### src/rtl/icc_pkg.sv
// Shared types and constants of the identifier case converter.
// No dependencies; used by every module of the block.
package icc_pkg;

   // casing_mode codes
   localparam logic [1:0] MODE_CAMEL  = 2'd0;
   localparam logic [1:0] MODE_PASCAL = 2'd1;
   localparam logic [1:0] MODE_UPPER  = 2'd2;
   localparam logic [1:0] MODE_SNAKE  = 2'd3;

   // item kinds on req_tuser
   localparam logic KIND_BYTE = 1'b0;
   localparam logic KIND_END  = 1'b1;

   // configuration register indexes
   localparam logic REG_CASING  = 1'b0;
   localparam logic REG_BUF_LEN = 1'b1;

   localparam logic [1:0]  RESET_CASING  = MODE_CAMEL;
   localparam logic [15:0] RESET_BUF_LEN = 16'd256;

   localparam logic [7:0] UNDERSCORE = 8'h5F;
   localparam logic [7:0] TERMINATOR = 8'h00;

   localparam int QUEUE_DEPTH = 4;
   localparam int QUEUE_PTR_W = $clog2(QUEUE_DEPTH);
   localparam int QUEUE_CNT_W = $clog2(QUEUE_DEPTH + 1);

   // One classified item: one or two results to send.
   typedef struct packed {
      logic       two;
      logic [7:0] first_byte;
      logic [7:0] second_byte;
      logic       is_end;
      logic       fits;
   } entry_type;

endpackage

### src/rtl/identifier_case_converter_unit.sv
// Identifier case converter: rewrites an identifier, one byte per transfer,
// into camel, pascal, upper or snake casing and closes it with a terminator
// that reports whether the output fit in buf_len. One input transfer is
// accepted per cycle while the queue is not full; a byte that gets an
// inserted underscore yields two results, sent one after the other, and the
// 4-entry queue between the front end and the output register absorbs them.
// An input passes through a queue slot, then the output register. The user
// must write configuration only while the block is idle; it is not enforced.
// Depends on icc_pkg, icc_front, icc_queue and icc_back.
module identifier_case_converter_unit #(
   parameter int COUNT_BITS = 16
) (
   input  logic        clock,
   input  logic        reset,
   input  logic        req_tvalid,
   output logic        req_tready,
   input  logic [7:0]  req_tdata,   // in_byte
   input  logic        req_tuser,   // mode
   output logic        rsp_tvalid,
   input  logic        rsp_tready,
   output logic [7:0]  rsp_tdata,   // out_byte
   output logic        rsp_tlast,   // is_end
   output logic        rsp_tuser,   // fits
   input  logic        csr_we,
   input  logic        csr_index,
   input  logic [15:0] csr_wdata
);

   logic               push, pop, full, empty;
   icc_pkg::entry_type push_entry, head;

   icc_front #(
      .COUNT_BITS(COUNT_BITS)
   ) u_front (
      .clock      (clock),
      .reset      (reset),
      .req_tvalid (req_tvalid),
      .req_tready (req_tready),
      .req_tdata  (req_tdata),
      .req_tuser  (req_tuser),
      .csr_we     (csr_we),
      .csr_index  (csr_index),
      .csr_wdata  (csr_wdata),
      .queue_full (full),
      .push       (push),
      .push_entry (push_entry)
   );

   icc_queue u_queue (
      .clock      (clock),
      .reset      (reset),
      .push       (push),
      .push_entry (push_entry),
      .pop        (pop),
      .full       (full),
      .empty      (empty),
      .head       (head)
   );

   icc_back u_back (
      .clock      (clock),
      .reset      (reset),
      .q_empty    (empty),
      .q_head     (head),
      .q_pop      (pop),
      .rsp_tvalid (rsp_tvalid),
      .rsp_tready (rsp_tready),
      .rsp_tdata  (rsp_tdata),
      .rsp_tlast  (rsp_tlast),
      .rsp_tuser  (rsp_tuser)
   );

endmodule

### src/rtl/icc_front.sv
// Front end: takes input items, keeps the casing state and output count,
// and turns each item into at most one queue entry. Depends on icc_pkg.
module icc_front #(
   parameter int COUNT_BITS = 16
) (
   input  logic                  clock,
   input  logic                  reset,
   input  logic                  req_tvalid,
   output logic                  req_tready,
   input  logic [7:0]            req_tdata,   // in_byte
   input  logic                  req_tuser,   // mode
   input  logic                  csr_we,
   input  logic                  csr_index,
   input  logic [15:0]           csr_wdata,
   input  logic                  queue_full,
   output logic                  push,
   output icc_pkg::entry_type    push_entry
);

   localparam int CMP_W = (COUNT_BITS > 16) ? COUNT_BITS : 16;
   localparam logic [COUNT_BITS-1:0] CNT_MAX = {COUNT_BITS{1'b1}};

   logic [1:0]            casing_ff;
   logic [15:0]           buf_len_ff;
   logic [COUNT_BITS-1:0] count_ff, count_in;
   logic                  need_cap_ff, need_cap_in;
   logic                  prev_low_ff, prev_low_in;
   logic                  at_start_ff, at_start_in;
   logic                  ovf_ff, ovf_in;

   logic                  accept;
   logic [7:0]            c;
   logic                  want_ins, want_byte, ok_ins, ok_byte;
   logic [7:0]            byte_val;
   logic [COUNT_BITS-1:0] cnt_a;

   function automatic logic is_upper(input logic [7:0] ch);
      return (ch >= 8'h41) && (ch <= 8'h5A);
   endfunction

   function automatic logic is_lower(input logic [7:0] ch);
      return (ch >= 8'h61) && (ch <= 8'h7A);
   endfunction

   function automatic logic is_digit(input logic [7:0] ch);
      return (ch >= 8'h30) && (ch <= 8'h39);
   endfunction

   function automatic logic [7:0] to_upper(input logic [7:0] ch);
      return is_lower(ch) ? ch - 8'h20 : ch;
   endfunction

   function automatic logic [7:0] to_lower(input logic [7:0] ch);
      return is_upper(ch) ? ch + 8'h20 : ch;
   endfunction

   function automatic logic can_put(input logic [COUNT_BITS-1:0] cnt,
                                    input logic [15:0] cap);
      return (CMP_W'(cnt) < CMP_W'(cap)) && (cnt != CNT_MAX);
   endfunction

   function automatic logic [COUNT_BITS-1:0] sat_inc(input logic [COUNT_BITS-1:0] cnt);
      return (cnt == CNT_MAX) ? cnt : cnt + COUNT_BITS'(1);
   endfunction

   assign req_tready = !queue_full;
   assign accept     = req_tvalid && req_tready;
   assign c          = req_tdata;

   always_comb begin
      count_in    = count_ff;
      need_cap_in = need_cap_ff;
      prev_low_in = prev_low_ff;
      at_start_in = at_start_ff;
      ovf_in      = ovf_ff;
      want_ins    = 1'b0;
      want_byte   = 1'b0;
      byte_val    = c;
      ok_ins      = 1'b0;
      ok_byte     = 1'b0;
      cnt_a       = count_ff;
      push        = 1'b0;
      push_entry  = '0;
      if (accept) begin
         if (req_tuser == icc_pkg::KIND_END) begin
            push                   = 1'b1;
            push_entry.first_byte  = icc_pkg::TERMINATOR;
            push_entry.is_end      = 1'b1;
            push_entry.fits        = !ovf_ff && can_put(count_ff, buf_len_ff);
            count_in               = '0;
            need_cap_in            = (casing_ff == icc_pkg::MODE_PASCAL);
            prev_low_in            = (casing_ff == icc_pkg::MODE_SNAKE);
            at_start_in            = 1'b1;
            ovf_in                 = 1'b0;
         end else begin
            unique case (casing_ff)
               icc_pkg::MODE_CAMEL, icc_pkg::MODE_PASCAL: begin
                  if (casing_ff == icc_pkg::MODE_CAMEL && at_start_ff) begin
                     want_byte = 1'b1;
                     byte_val  = to_lower(c);
                  end else if (c == icc_pkg::UNDERSCORE) begin
                     need_cap_in = 1'b1;
                  end else if (need_cap_ff) begin
                     want_byte   = 1'b1;
                     byte_val    = to_upper(c);
                     need_cap_in = 1'b0;
                  end else begin
                     want_byte = 1'b1;
                  end
               end
               icc_pkg::MODE_UPPER: begin
                  want_byte = 1'b1;
                  if (!is_upper(c) && c != icc_pkg::UNDERSCORE && !is_digit(c)) begin
                     byte_val    = to_upper(c);
                     prev_low_in = 1'b1;
                  end else begin
                     want_ins    = prev_low_ff;
                     prev_low_in = 1'b0;
                  end
               end
               icc_pkg::MODE_SNAKE: begin
                  want_byte = 1'b1;
                  if (is_upper(c)) begin
                     want_ins    = prev_low_ff && (count_ff != '0);
                     prev_low_in = 1'b0;
                     byte_val    = to_lower(c);
                  end else begin
                     prev_low_in = 1'b1;
                  end
               end
               default: ;
            endcase
            // underscore goes first, the byte then counts after it
            ok_ins   = can_put(count_ff, buf_len_ff);
            cnt_a    = want_ins ? sat_inc(count_ff) : count_ff;
            ok_byte  = can_put(cnt_a, buf_len_ff);
            count_in = want_byte ? sat_inc(cnt_a) : cnt_a;
            ovf_in   = ovf_ff || (want_ins && !ok_ins) || (want_byte && !ok_byte);
            at_start_in = 1'b0;
            push = (want_ins && ok_ins) || (want_byte && ok_byte);
            if (want_ins && ok_ins) begin
               push_entry.first_byte  = icc_pkg::UNDERSCORE;
               push_entry.second_byte = byte_val;
               push_entry.two         = want_byte && ok_byte;
            end else begin
               push_entry.first_byte  = byte_val;
            end
         end
      end
   end

   always_ff @(posedge clock) begin
      if (reset) begin
         casing_ff   <= icc_pkg::RESET_CASING;
         buf_len_ff  <= icc_pkg::RESET_BUF_LEN;
         count_ff    <= '0;
         need_cap_ff <= (icc_pkg::RESET_CASING == icc_pkg::MODE_PASCAL);
         prev_low_ff <= (icc_pkg::RESET_CASING == icc_pkg::MODE_SNAKE);
         at_start_ff <= 1'b1;
         ovf_ff      <= 1'b0;
      end else if (csr_we) begin
         if (csr_index == icc_pkg::REG_CASING) begin
            casing_ff   <= csr_wdata[1:0];
            count_ff    <= '0;
            need_cap_ff <= (csr_wdata[1:0] == icc_pkg::MODE_PASCAL);
            prev_low_ff <= (csr_wdata[1:0] == icc_pkg::MODE_SNAKE);
            at_start_ff <= 1'b1;
            ovf_ff      <= 1'b0;
         end else begin
            buf_len_ff <= csr_wdata;
         end
      end else begin
         count_ff    <= count_in;
         need_cap_ff <= need_cap_in;
         prev_low_ff <= prev_low_in;
         at_start_ff <= at_start_in;
         ovf_ff      <= ovf_in;
      end
   end

endmodule

### src/rtl/icc_queue.sv
// Short FIFO of classified entries between front and back end.
// Depends on icc_pkg for the entry type and depth.
module icc_queue (
   input  logic                clock,
   input  logic                reset,
   input  logic                push,
   input  icc_pkg::entry_type  push_entry,
   input  logic                pop,
   output logic                full,
   output logic                empty,
   output icc_pkg::entry_type  head
);

   icc_pkg::entry_type slots_ff [icc_pkg::QUEUE_DEPTH];
   logic [icc_pkg::QUEUE_PTR_W-1:0] wr_ptr_ff, wr_ptr_in;
   logic [icc_pkg::QUEUE_PTR_W-1:0] rd_ptr_ff, rd_ptr_in;
   logic [icc_pkg::QUEUE_CNT_W-1:0] count_ff, count_in;

   assign full  = (count_ff == icc_pkg::QUEUE_CNT_W'(icc_pkg::QUEUE_DEPTH));
   assign empty = (count_ff == '0);
   assign head  = slots_ff[rd_ptr_ff];

   always_comb begin
      wr_ptr_in = push ? wr_ptr_ff + icc_pkg::QUEUE_PTR_W'(1) : wr_ptr_ff;
      rd_ptr_in = pop ? rd_ptr_ff + icc_pkg::QUEUE_PTR_W'(1) : rd_ptr_ff;
      count_in  = count_ff;
      if (push && !pop) begin
         count_in = count_ff + icc_pkg::QUEUE_CNT_W'(1);
      end else if (pop && !push) begin
         count_in = count_ff - icc_pkg::QUEUE_CNT_W'(1);
      end
   end

   always_ff @(posedge clock) begin
      if (push) begin
         slots_ff[wr_ptr_ff] <= push_entry;
      end
   end

   always_ff @(posedge clock) begin
      if (reset) begin
         wr_ptr_ff <= '0;
         rd_ptr_ff <= '0;
         count_ff  <= '0;
      end else begin
         wr_ptr_ff <= wr_ptr_in;
         rd_ptr_ff <= rd_ptr_in;
         count_ff  <= count_in;
      end
   end

`ifndef ASSERT_OFF
   a_no_overflow: assert property (@(posedge clock) disable iff (reset)
      full |-> !push)
      else $error("push into full queue");
   a_no_underflow: assert property (@(posedge clock) disable iff (reset)
      empty |-> !pop)
      else $error("pop from empty queue");
   a_count_range: assert property (@(posedge clock) disable iff (reset)
      count_ff <= icc_pkg::QUEUE_CNT_W'(icc_pkg::QUEUE_DEPTH))
      else $error("queue count out of range");
`endif

endmodule

### src/rtl/icc_back.sv
// Back end: sends each queue entry as one or two results through the
// output register. Depends on icc_pkg.
module icc_back (
   input  logic                clock,
   input  logic                reset,
   input  logic                q_empty,
   input  icc_pkg::entry_type  q_head,
   output logic                q_pop,
   output logic                rsp_tvalid,
   input  logic                rsp_tready,
   output logic [7:0]          rsp_tdata,   // out_byte
   output logic                rsp_tlast,   // is_end
   output logic                rsp_tuser    // fits
);

   logic       valid_ff, valid_in;
   logic       second_ff, second_in;
   logic [7:0] data_ff, data_in;
   logic       last_ff, last_in;
   logic       fits_ff, fits_in;
   logic       load;

   // second_ff: the head entry's first result has already gone out
   assign load  = (!valid_ff || rsp_tready) && !q_empty;
   assign q_pop = load && (!q_head.two || second_ff);

   always_comb begin
      valid_in  = valid_ff && !rsp_tready;
      second_in = second_ff;
      data_in   = data_ff;
      last_in   = last_ff;
      fits_in   = fits_ff;
      if (load) begin
         valid_in  = 1'b1;
         second_in = q_head.two && !second_ff;
         data_in   = second_ff ? q_head.second_byte : q_head.first_byte;
         last_in   = q_head.is_end;
         fits_in   = q_head.fits;
      end
   end

   always_ff @(posedge clock) begin
      if (reset) begin
         valid_ff  <= 1'b0;
         second_ff <= 1'b0;
      end else begin
         valid_ff  <= valid_in;
         second_ff <= second_in;
      end
   end

   always_ff @(posedge clock) begin
      data_ff <= data_in;
      last_ff <= last_in;
      fits_ff <= fits_in;
   end

   assign rsp_tvalid = valid_ff;
   assign rsp_tdata  = data_ff;
   assign rsp_tlast  = last_ff;
   assign rsp_tuser  = fits_ff;

`ifndef ASSERT_OFF
   a_second_has_entry: assert property (@(posedge clock) disable iff (reset)
      second_ff |-> !q_empty)
      else $error("second half pending without queue entry");
   a_end_terminator: assert property (@(posedge clock) disable iff (reset)
      (valid_ff && last_ff) |-> (data_ff == icc_pkg::TERMINATOR))
      else $error("end result without terminator");
   a_end_single: assert property (@(posedge clock) disable iff (reset)
      (!q_empty && q_head.is_end) |-> !q_head.two)
      else $error("end entry carries two results");
`endif

endmodule
### config.mk
export PLATFORM = sky130hd
export DESIGN_NAME = identifier_case_converter_unit
export DESIGN_NICKNAME = d
export VERILOG_FILES = /design/src/rtl/icc_pkg.sv /design/src/rtl/identifier_case_converter_unit.sv /design/src/rtl/icc_front.sv /design/src/rtl/icc_queue.sv /design/src/rtl/icc_back.sv
export SDC_FILE = /design/constraint.sdc
export NUM_CORES = 1
export LEC_CHECK = 0
export BUFFER_PORTS_ARGS = -buffer_cell sky130_fd_sc_hd__buf_2
export CORE_ASPECT_RATIO = 0.75
export CORE_UTILIZATION = 45
export CTS_BUF_LIST = sky130_fd_sc_hd__clkbuf_4
export DETAILED_ROUTE_END_ITERATION = 10
export PLACE_DENSITY = 0.64
export SYNTH_ARGS = -nofsm -noshare
export SYNTH_HDL_FRONTEND = slang
export SYNTH_SLANG_ARGS = --single-unit
### constraint.sdc
create_clock -name clock -period 9.4 [get_ports clock]
set_input_delay 0 -clock clock [delete_from_list [all_inputs] [get_ports clock]]
set_output_delay 0 -clock clock [all_outputs]
set_load 0.01 [all_outputs]
==> run summary, run 1 <==
Initial Utilization - 46.34%
Max VDD drop - 0.1155 mV
Number of nets with antenna violations after routing - 0
Total CTS buffers - 17
Maximum clock path buffer count - 2
Vias - 5818
FMAX - 0.1734 GHz
Worst Path Buf+Inv - 3
Actual slew at the worst max-slew pin - 1174 ps
Setup TNS - 0 ps
Post-layout instance count excluding filler cells - 1001
Critical Path RT - 9860 ps
Width of the die - 150.7 microns
Unrepaired setup endpoints after global routing - false
Cells after synthesis - 719
Vias in the first global route - 5643
Crit-path max FO - 7
Number of synthesized flops with an enable pin - 86
Sink of the worst hold path - u_front.casing_ff[0]
Setup violators final - 0
Netlist cell types - 75
Worst hold path class - input pin to flop
Async SR Flop Fraction - 0%
Status - finished clean
Post-layout instance area - 8362 sq um
Initial antenna violation count - 0
Worst reg2reg setup slack - 3630 ps
Final period util - 61.35%
Placed cell areas - 7838 sq um
Placeable Area - 16120 sq um
Std cell rows - 40
Remaining global-route overflow - 0
CTS H-Tree Depth - 4
Share of cells above drive strength 1 - 14.92%
Hold depth - 2
Sw Ratio - 30.85%
TritonCTS clock tree - yes
Final min period - 5767 ps
Critical path type - flop to flop
RD Place Congestion - 0.9278
Crit-path cells - inv_1 -> ha_1 -> nor4b_1 -> a41o_1 -> a211oi_1 -> o21ai_1 -> nor2_1 -> xnor2_1 -> inv_1 -> ha_1 -> nor2b_1 -> o21ai_0 -> nand2_1 -> o21a_1 -> or4_4 -> o31ai_4 -> ha_1 -> inv_1 -> fa_1 -> xor2_1 -> or3_1 -> a21oi_1
DP HPWL - 13.80 mm
Worst-Skew Late Latency - 540 ps
CP max stage delay - 530 ps
I/O pin count - 43
Syn_area_per_cell - 10.39 sq um
#FFs+latches synth - 135
Worst endpoint data arrival time - 6230 ps
CP max-delay cell - or4_4
Netlist Area Pre-Place - 7467 sq um
CP endpoint kind - flop
Number of DRC markers in iteration 0 - 574
Die Height - 113.6 microns
Maxcap violations - 0
Vias per std cell - 5.812
Seq/Total Area, Yosys - 47.72%
First-pass GRT wire length - 30.89 mm
Skew final - 18.39 ps
Hold Crit Start - reset
Fin Hold WS - 48.78 ps
CTS sink cnt - 135
Yosys Warn Count - 0
Crit path max-delay family - compound AO/OA/AOI/OAI gates
Combinational share of power - 25.0%
Crit start category - flop
Routed wire length - 18.99 mm
Final core occ - 51.89%
Mapped Nets - 792
Pwr dens - 186.3 nW/um^2
Most common cell after layout, fill and taps aside - nand2_1
DR WL/cell - 18.97 microns
Clk pwr share - 24.5%
R2r startpoint - u_front.count_ff[0]
Dpl cells - 944
Fin. Hold Viols - 0
Reg2reg path depth - 22
Port Buffers - 42
Slew Limit Headroom - 21.11%
# diodes - 0
Full die area - 17120 sq um
Final nets - 851
PostCTS Resize Cnt - 0
Post-route DRC - 0
Main synth FF type - edfxtp_1
Largest net degree at the start of global routing - 41
Reg2reg end - u_queue.count_ff[2]
Area Overhead vs Synth - 11.98%
Most frequent cells in the layout - 108 x nand2_1, 86 x edfxtp_1, 53 x nor2_1
Final Max Tran Viols - 0
Fraction of power consumed by sequential logic - 50.5%
Gr usage total - 23.91%
Root Buffer - clkbuf_4
Total internal power - 1.077 mW
DRT Pass-1 Iters - 5
Switching power - 0.4804 mW
CTS clock-pin slew for the worst setup and hold paths - 120 ps
Pleak - 3.140 nW
## how the worst max path moves through the flow
stage | endpoint | startpoint | cells past startpoint
after floorplan | u_queue.count_ff[2] | u_front.count_ff[0] | 22
after global placement | u_queue.count_ff[2] | u_front.count_ff[0] | 23
after detailed placement | u_queue.count_ff[2] | u_front.count_ff[0] | 22
after CTS | u_queue.count_ff[2] | u_front.count_ff[0] | 22
after global routing | u_queue.count_ff[2] | u_front.count_ff[0] | 23
final | u_queue.count_ff[2] | u_front.count_ff[0] | 22
## cell usage after synthesis, types with 16 or more instances
cell type	n	area share (%)
clkbuf_1	17	0.85
nand3_1	22	1.5
inv_1	37	1.9
nand2_1	108	5.4
edfxtp_1	86	35
nor2_1	53	2.7
ha_1	41	6.9
xnor2_1	18	2.1
dfxtp_1	49	13
a21oi_1	35	2.3
o21ai_0	30	2.0
nor3_1	16	1.1
mux4_2	19	5.7
## power groups by stage
| stage | clock network, mW | registers [mW] | logic (mW) |
|---|---|---|---|
| floorplan | 0 | 0.792 | 0.270 |
| CTS | 0.388 | 0.788 | 0.396 |
| global route | 0.413 | 0.798 | 0.434 |
| detailed placement | 0 | 0.802 | 0.386 |
| finish | 0.382 | 0.786 | 0.390 |
| global placement | 0 | 0.795 | 0.375 |
## cell type report
type / count / area (sq um)
clock buffers: 19 / 142.6
clock inverters: 13 / 131.4
fillers: 1445 / 7754
inverters: 38 / 142.6
multi-input cells: 515 / 3628
flip-flops and latches: 135 / 3563
well taps: 210 / 262.8
repair buffers: 71 / 490.5
## repair_timing
item                                   in CTS  in global routing
hold buffers                               25                  0
setup endpoints to repair                   0                  0
endpoints found under the hold margin      70                  0
setup buffers                               0                  0
## registers in the layout (all words and copies together) (netlist names), named ones only
signal and flops:
u_queue.slots_ff 76, u_front.buf_len_ff 16, u_front.count_ff 16, u_back.rsp_tdata 8, u_queue.count_ff 3, u_front.casing_ff 2, u_queue.rd_ptr_ff 2, u_queue.wr_ptr_ff 2
u_back.rsp_tlast 1, u_back.rsp_tuser 1, u_back.rsp_tvalid 1, u_back.second_ff 1, u_front.at_start_ff 1, u_front.need_cap_ff 1, u_front.ovf_ff 1, u_front.prev_low_ff 1
## layer usage
metal | global-route usage (%) | vias up | part of all wire (%)
met3 | 5.000 | 15 | 7.1
met2 | 34.37 | 224 | 42
met5 | 0 | - | 0
li1 | - | 2755 | -
met1 | 36.70 | 2824 | 50
met4 | 5.067 | 0 | 0.91
## stage by stage
| step | setup WS [ps] | total power, mW |
|---|---|---|
| CTS | 3692 | 1.572 |
| global route | 3148 | 1.646 |
| floorplan | 4448 | 1.062 |
| detailed placement | 3743 | 1.188 |
| global placement | 3815 | 1.171 |
| finish | 3633 | 1.558 |
## cells by family (layout without fill, tap and decap cells)
family,after synthesis,in the layout,synth area share [%]
xor gates and xnor gates,25,25,2.932
adders and majority gates,42,42,7.138
buffers and inverters,69,141,3.770
and+or+nand+nor,271,271,17.81
AOI/OAI and AO/OA,147,147,13.29
DFF,135,135,47.72
muxes,30,30,7.339
No activity file was read; power rests on OpenSTA's default activity.
==> run 2: changes to the inputs <==
==> constraint.sdc (replaced) <==
create_clock -name clock -period 5.4 [get_ports clock]
set_input_delay 0 -clock clock [delete_from_list [all_inputs] [get_ports clock]]
set_output_delay 0 -clock clock [all_outputs]
set_load 0.01 [all_outputs]
==> run 2 against run 1 <==
Effect of this change:
- die area stayed put
- non-clock buffer count is 38 higher
- combinational power is 86% higher
- sequential power is 74% higher
- final area is 5.0% higher
- clock skew is 1.2 ps higher
- setup slack worse by 3400 ps
- maximum frequency is 12% higher
- wire length is 4.1% higher
- critical path depth is 1 higher
- hold slack better by 110 ps
- first-iteration DRC count is 17% lower
==> run summary, run 2 (same netlist as run 1, synthesis figures left out) <==
Total internal power - 1.801 mW (+67%)
Number of nets with antenna violations after routing - 0 (unchanged)
Slew Limit Headroom - 20.37% (-0.74 points)
Worst endpoint data arrival time - 5610 ps (-620 ps)
Crit-path cells - inv_1 -> ha_2 -> nor4b_2 -> a41o_1 -> a211o_4 -> a21oi_4 -> buf_6 -> nand3_1 -> xnor2_2 -> ha_1 -> a21oi_2 -> nor2_1 -> nor2_1 -> nand2_1 -> o21a_1 -> or4_4 -> o31ai_4 -> ha_2 -> inv_1 -> fa_1 -> xor2_1 -> or3_1 -> a21oi_2
Number of DRC markers in iteration 0 - 475 (-17%)
Total CTS buffers - 17 (unchanged)
Most common cell after layout, fill and taps aside - nand2_1
RD Place Congestion - 0.9768 (+5.3%)
Hold depth - 3 (+1)
CP Launch Point - u_front.count_ff[1]
Crit start category - flop
Critical Path RT - 5850 ps (-4010 ps)
Largest registers - u_queue.slots_ff x76, u_front.buf_len_ff x16, u_front.count_ff x16
Final nets - 889 (+4.5%)
Worst reg2reg setup slack - 240 ps (-3400 ps)
I/O pin count - 43 (unchanged)
Reg2reg path depth - 23 (+4.5%)
DP HPWL - 14.33 mm (+3.8%)
Port Buffers - 42 (unchanged)
Largest net degree at the start of global routing - 41 (unchanged)
DR WL/cell - 19.01 microns (+0.21%)
Die Height - 113.6 microns (unchanged)
Max FFs per register - 76 (unchanged)
Actual slew at the worst max-slew pin - 1185 ps (+11.02 ps)
Sw Ratio - 32.28% (+1.4 points)
Max VDD drop - 0.2800 mV (+140%)
Pwr dens - 303.0 nW/um^2 (+63%)
Share of cells above drive strength 1 - 21.11% (+6.2 points)
Setup violators final - 0 (unchanged)
Gr usage total - 24.39% (+0.48 points)
Most frequent cells in the layout - 108 x nand2_1, 86 x edfxtp_1, 52 x nor2_1
Root Buffer - clkbuf_4
Fin. Hold Viols - 0 (unchanged)
Worst-Skew Late Latency - 530 ps (about the same)
Area Overhead vs Synth - 17.54%
Setup TNS - 0 ps (unchanged)
Vias per std cell - 5.677 (-2.3%)
Unrepaired setup endpoints after global routing - false
Maxcap violations - 0 (unchanged)
Std cell rows - 40 (unchanged)
Vias in the first global route - 5847 (+3.6%)
Post-layout instance count excluding filler cells - 1040 (+3.9%)
Width of the die - 150.7 microns (unchanged)
TritonCTS clock tree - yes
Dpl cells - 974 (+3.2%)
Final min period - 5163 ps (-604.2 ps)
DRT Pass-1 Iters - 5 (unchanged)
Status - finished clean
Sink of the worst hold path - u_queue.slots_ff[0][1]
Vias - 5904 (+1.5%)
Fraction of power consumed by sequential logic - 51.4% (+0.9 points)
CTS sink cnt - 135 (unchanged)
CP max stage delay - 520 ps (about the same)
Reg2reg end - u_queue.count_ff[2]
CTS clock-pin slew for the worst setup and hold paths - 110 ps (about the same)
Initial Utilization - 46.34% (unchanged)
R2r startpoint - u_front.count_ff[1]
Routed wire length - 19.77 mm (+4.1%)
First-pass GRT wire length - 31.22 mm (+1.0%)
Combinational share of power - 27.3% (+2.3 points)
Critical path type - flop to flop
Placeable Area - 16120 sq um (unchanged)
Reg with most FFs - u_queue.slots_ff
Post-route DRC - 0 (unchanged)
Skew final - 19.61 ps (+1.224 ps)
Remaining global-route overflow - 0 (unchanged)
Clk pwr share - 21.4% (-3.1 points)
Initial antenna violation count - 0 (unchanged)
Full die area - 17120 sq um (unchanged)
Maximum clock path buffer count - 2 (unchanged)
Hold Crit Start - req_tvalid
Placed cell areas - 8113 sq um (+3.5%)
Final Max Tran Viols - 0 (unchanged)
Final period util - 95.61% (+34 points)
CTS H-Tree Depth - 4 (unchanged)
CP endpoint kind - flop
CP max-delay cell - or4_4
Pleak - 3.337 nW (+6.3%)
FMAX - 0.1937 GHz (+12%)
Worst hold path class - input pin to flop
Post-layout instance area - 8777 sq um (+5.0%)
Crit-path max FO - 6 (-1)
Switching power - 0.8583 mW (+79%)
run 2: cell count changes in the layout (fill, tap and decap cells not counted), sizes merged:
| cell | previous run | this run |
|---|---|---|
| diode | 0 | 1 |
| bufinv | 2 | 0 |
| clkinvlp | 2 | 4 |
| clkbuf | 19 | 17 |
| buf | 46 | 82 |
| clkinv | 5 | 9 |
| inv | 42 | 40 |
| dlygate4sd3 | 25 | 27 |
run 2: area by class of cell:
type,count,area (sq um)
diodes,1,2.502
clock buffers,17,127.6
clock inverters,15,103.9
fillers,1421,7338
inverters,38,142.6
multi-input cells,515,3732
flip-flops and latches,135,3571
well taps,210,262.8
repair buffers,109,834.6
run 2: how the worst max path moves through the flow:
stage	to	depth (start not counted)
after floorplan	u_queue.count_ff[2]	22
after global placement	u_queue.count_ff[2]	23
after detailed placement	u_queue.count_ff[2]	23
after CTS	u_queue.count_ff[2]	21
after global routing	u_queue.count_ff[2]	23
final	u_queue.count_ff[2]	23
run 2: worst max-delay path: cells and delay by family, from the launching register on:
family | cells | cell delay (ps)
xor+xnor | 2 | 340
buf+inv | 3 | 270
fa+ha+maj | 4 | 1180
simple gates | 7 | 1320
flops | 1 | 370
compound gates | 7 | 1640
run 2: power by group through the flow:
stage | Clock, mW | Combinational [mW] | Sequential, mW
final | 0.568 | 0.725 | 1.37
after global routing | 0.634 | 0.804 | 1.39
after CTS | 0.589 | 0.725 | 1.37
after detailed placement | 0 | 0.704 | 1.39
after global placement | 0 | 0.686 | 1.38
after floorplan | 0 | 0.470 | 1.38
run 2: what timing repair did:
| action | CTS | global route |
|---|---|---|
| pin swaps | 0 | 7 |
| endpoints found under the hold margin | 76 | 0 |
| setup endpoints to repair | 1 | 2 |
| gates resized for setup | 1 | 27 |
| setup buffers | 0 | 6 |
| hold buffers | 27 | 0 |
run 2: per-stage QoR:
step	util [%]	power, mW	worst slack (ps)	hold WS (ps)
after floorplan	-	1.849	448.4	124.2
after global placement	50.34	2.069	238.1	223.9
after detailed placement	50.34	2.096	32.18	234.4
after CTS	53.49	2.683	70.73	99.46
after global routing	54.45	2.823	28.99	151.4
final	54.46	2.659	237.3	157.0
run 2: per-layer routing:
layer,global-route usage (%),routed length (microns)
met5,0,0
met4,6.600,212
met3,7.040,1392
met2,35.35,8519
met1,35.41,9646
